==> src/hw/rtl/hfs_pkg.sv <==
`timescale 1ns / 1ps
package hfs_pkg;

	localparam int INV_W       = 24;
	localparam int POS_W       = 32;
	localparam int PROD_W      = 56;
	localparam int FRAC_BITS   = 16;
	localparam int FRAC_LSB    = 16;
	localparam int CELL_LSB    = 32;
	localparam int WEIGHT_W    = 17;
	localparam int OUT_W       = 16;
	localparam int ROUND_HALF  = 32768;

	localparam logic [INV_W-1:0]    INV_RESET  = 24'd65536;
	localparam logic [WEIGHT_W-1:0] WEIGHT_ONE = 17'h10000;

	localparam logic OP_WRITE = 1'b0;
	localparam logic OP_QUERY = 1'b1;

	typedef struct packed {
		logic                    operation;
		logic [8:0]              grid_row;
		logic [8:0]              grid_col;
		logic [15:0]             height_value;
		logic signed [POS_W-1:0] pos_x;
		logic signed [POS_W-1:0] pos_z;
	} in_word_t;

	typedef struct packed {
		logic [OUT_W-1:0] sampled_height;
		logic             outside;
	} out_word_t;

	typedef struct packed {
		logic s1;
		logic s2;
		logic s3;
		logic s4;
		logic s5;
	} pipe_en_t;

	typedef struct packed {
		logic [FRAC_BITS-1:0] frac_x;
		logic [FRAC_BITS-1:0] frac_z;
		logic                 lower;
		logic                 row_odd;
		logic                 col_odd;
		logic                 outside;
	} corner_sel_t;

endpackage

==> src/hw/rtl/hfs_interp.sv <==
`timescale 1ns / 1ps
module hfs_interp import hfs_pkg::*; #(
	parameter int HEIGHT_BITS = 16
) (
	input  logic                         clk,
	input  pipe_en_t                     en,
	input  corner_sel_t                  sel_s3,
	input  logic [3:0][HEIGHT_BITS-1:0]  bank_data,
	output out_word_t                    rsp_s5
);

	localparam int PW    = HEIGHT_BITS + WEIGHT_W;
	localparam int ACC_W = (PW + 1 > FRAC_BITS + OUT_W) ? PW + 1 : FRAC_BITS + OUT_W;

	logic [1:0]             i00;
	logic [1:0]             imid;
	logic [WEIGHT_W-1:0]    fx;
	logic [WEIGHT_W-1:0]    fz;
	logic [WEIGHT_W-1:0]    w0;
	logic [WEIGHT_W-1:0]    wm;
	logic [WEIGHT_W-1:0]    w1;
	logic [2:0][PW-1:0]     prod_s4;
	logic                   outside_s4;
	logic [ACC_W-1:0]       acc;

	assign i00  = {sel_s3.row_odd, sel_s3.col_odd};
	assign imid = sel_s3.lower ? {~sel_s3.row_odd, sel_s3.col_odd}
		: {sel_s3.row_odd, ~sel_s3.col_odd};
	assign fx   = WEIGHT_W'(sel_s3.frac_x);
	assign fz   = WEIGHT_W'(sel_s3.frac_z);
	assign w0   = sel_s3.lower ? WEIGHT_ONE - fz : WEIGHT_ONE - fx;
	assign wm   = sel_s3.lower ? fz - fx : fx - fz;
	assign w1   = sel_s3.lower ? fx : fz;

	always_ff @(posedge clk) begin
		if (en.s4) begin
			prod_s4[0] <= PW'(bank_data[i00]) * PW'(w0);
			prod_s4[1] <= PW'(bank_data[imid]) * PW'(wm);
			prod_s4[2] <= PW'(bank_data[~i00]) * PW'(w1);
			outside_s4 <= sel_s3.outside;
		end
	end

	assign acc = ACC_W'(prod_s4[0]) + ACC_W'(prod_s4[1]) + ACC_W'(prod_s4[2])
		+ ACC_W'(ROUND_HALF);

	always_ff @(posedge clk) begin
		if (en.s5) begin
			rsp_s5.outside        <= outside_s4;
			rsp_s5.sampled_height <= outside_s4 ? '0 : acc[FRAC_BITS +: OUT_W];
		end
	end

endmodule

==> config.mk <==
export PLATFORM = sky130hd
export DESIGN_NAME = hfs_interp
export DESIGN_NICKNAME = d
export VERILOG_FILES = /design/src/hw/rtl/hfs_pkg.sv /design/src/hw/rtl/hfs_interp.sv
export SDC_FILE = /design/constraint.sdc
export NUM_CORES = 2
export LEC_CHECK = 0
export ABC_AREA = 0
export BUFFER_PORTS_ARGS = -buffer_cell sky130_fd_sc_hd__buf_2
export CORE_MARGIN = 3
export CORE_UTILIZATION = 45
export CTS_BUF_LIST = sky130_fd_sc_hd__clkbuf_4 sky130_fd_sc_hd__clkbuf_8
export DETAILED_ROUTE_END_ITERATION = 8
export PLACE_DENSITY = 0.62
export SYNTH_ARGS = -nofsm -noshare
export SYNTH_HDL_FRONTEND = slang
export SYNTH_SLANG_ARGS = --single-unit
==> constraint.sdc <==
create_clock -name clk -period 13.56 [get_ports clk]
set_input_delay 2.034 -clock clk [delete_from_list [all_inputs] [get_ports clk]]
set_output_delay 2.034 -clock clk [all_outputs]
set_load 0.01 [all_outputs]
==> results.cfg <==
[grt]
grt-ovfl-total = 0
grt_pass1_vias = 27650
antenna_found_initial = 6
grt_pass1_wl_um = 158500
track_usage = 0.2530
grt_max_degree = 81

[route]
first_pass_iters = 6
wl_per_cell_um = 20.29
num_vias = 26970
via_per_inst = 5.421
drtIter0Drc = 2005
postRouteAntennaNets = 0
drt_wl_total_um = 101000
drcViolationCount = 0

[timing]
slew_headroom = 0.1462
fin_skew_ps = 8.601
rsz0062_at_grt = false
tightest_slew_ps = 1272
final.setup.tns_ps = 0
finalHoldViolCount = 0
fin_crit_sh = 0.8323
drv_slew = 0
setup-violations-final = 0
fmax_mhz = 88.61
post-route-min-period_ps = 11290

[setup_path]
rrSetupSlack_ps = 9390
worst_setup_path_start_kind = input pin
crit_top_cell = fa_1
cp_data_arrival_time_ps = 11490
worst_path_largest_cell_delay_ps = 940
worst-endpoint-required_ps = 13770
critPathKind = input pin to register
worst_setup_path_end_kind = register
cp_slowest_cell = a2111oi_0
crit_fanout = 61

[logic_synthesis]
ys_ff_latch = 114
synth.area.top_cells = fa_1 36%, ha_1 14%, edfxtp_1 9.7%
syn_avg_cell_area_um2 = 9.066
synth_cells = 3877
yosysTopAreaCell = fa_1
seq_area_frac_synth = 0.09739
postSynth.asyncResetShare = 0
ys_warn_count = 0
synth_edf_count = 114
synth_flop_cell = edfxtp_1
yosysTopAreaCellShare = 0.3645
ys_types = 83
syn-num-nets = 5020
syn_area_um2 = 35150

[place]
dp_hpwl_um = 83630
gp_congestion = 0.9071
dp.cells = 4940
port_buffers = 119

[cts]
tritoncts = yes
cts_buffers = 17
cts.htree.levels = 4
cts_setup_buffers = 0
cts_hold_buf = 0
clk_path_buf_depth = 2
clock-sinks = 114
insertion_delay_ps = 460
cts-root-buf = clkbuf_8
postCtsResizedCells = 0
clk_pin_slew_ps = 80

[floorplan]
num_rows = 101
pin_count = 123
start_util = 0.4582
core_area_um2 = 76710
die_x_um = 285.5
dieArea_um2 = 81500
dieHeight_um = 285.5

[cells_and_area]
fin_nets = 5072
multi_input_area_um2 = 28310
fillers = 7369
drive_above_1_share = 0.07281
ff_latch_area_um2 = 3423
finalNonFillerCells = 4975
syn_to_final_growth_pct = 6.276

[hold_path]
hold_path_class = register to register

[job]
max_cap_violations = 0

[run_status]
status = finished clean
[worst paths after layout]
kind	cells past startpoint	endpoint	start
max	27	prod_s4[31]$_DFFE_PP_	sel_s3[3]
max reg2reg	11	rsp_s5[9]$_SDFFCE_PP0P_	prod_s4[4]$_DFFE_PP_
min	0	rsp_s5[0]$_DFFE_PP_	outside_s4$_DFFE_PP_
min reg2reg	0	rsp_s5[0]$_DFFE_PP_	outside_s4$_DFFE_PP_
[Yosys cell counts, drive strengths merged (36+ instances only)]
cell / count
and2: 87
nand2: 549
edfxtp: 114
nor3: 56
clkbuf: 84
xor2: 46
nor2: 228
a21oi: 103
buf: 51
xnor2: 84
o21ai: 101
fa: 640
nand3: 60
nand2b: 36
inv: 787
ha: 397
nor2b: 77
[per-stage QoR]
stage	instance area, um^2	setup slack (ps)	hold WS, ps	utilization
3_3_place_gp	36940	2018	944.1	0.4816
4_1_cts	37350	2475	973.5	0.4869
6_report	37350	2274	966.0	0.4870
5_1_grt	37350	1670	1007	0.4869
2_1_floorplan	35150	3421	438.6	-
3_5_place_dp	36940	1978	953.6	0.4816
[state kept, by name, summed over array words and instances, names as in the netlist]
register / cells
prod_s4: 96
rsp_s5: 17
outside_s4: 1
[kinds of logic (layout without fill, tap and decap cells)]
group	Yosys count	in the layout	share of synthesized area
muxes	73	73	0.03296
buffers and inverters	922	987	0.1007
AOI/OAI and AO/OA	422	422	0.07839
xor gates and xnor gates	130	130	0.03303
and+or+nand+nor	1179	1179	0.1516
DFF	114	114	0.09739
other	0	3	0
adders and majority gates	1037	1037	0.5058
[placed cells by master, fill, tap and decap left out, types with 7 or more instances in the layout]
cell type  Yosys  layout
a21o_1        34      34
ha_1         397     397
and3_1        20      20
o21bai_1      17      17
and2_1        86      86
o21a_1        34      34
mux2_2        10      10
nor2b_1       77      77
o21ai_0       58      57
o211ai_1      17      17
nand2_1      549     549
mux2i_1       28      28
buf_2         43     117
a21oi_1      102     101
a31oi_1       15      15
a211oi_1      22      22
xor2_1        45      38
o21ai_1       43      41
nor4_1         7       7
nor3_1        56      55
a211o_1       11      11
or2_1         10      10
nand3_1       60      60
nand2b_1      36      36
buf_4          7      51
mux4_2        32      32
nand4_1       13      13
clkbuf_8       0      17
xnor2_1       82      77
a2111oi_0      8       8
nor2_1       228     228
edfxtp_1     114     114
inv_1        783     783
xor2_2         1       8
or3_1         13      13
fa_1         640     640
[final cells by class]
class                   instances  area share
multi-input cells            2841      0.7578
flip-flops and latches        114     0.09164
inverters                     787     0.07908
well taps                    1030     0.03450
repair buffers                168     0.02593
clock buffers                  17    0.006264
clock inverters                15    0.004622
diodes                          3   0.0002010
[per-layer routing]
layer	GRT usage	wire length (um)
met1	0.3537	42730
met2	0.4074	46760
met3	0.04024	8164
met4	0.07433	3294
met5	0	13
[critical path: cells and delay by family]
kind                     cells  cell delay, ps
AND/OR/NAND/NOR              6            1450
adder cells (fa/ha/maj)      7            3370
XOR/XNOR                     2             830
AO/OA/AOI/OAI                6            2070
multiplexers                 1             420
buffers and inverters        5            1260
Power is not shown: default switching activity piles up to over one toggle a cycle in this logic, so the estimate is an artifact.
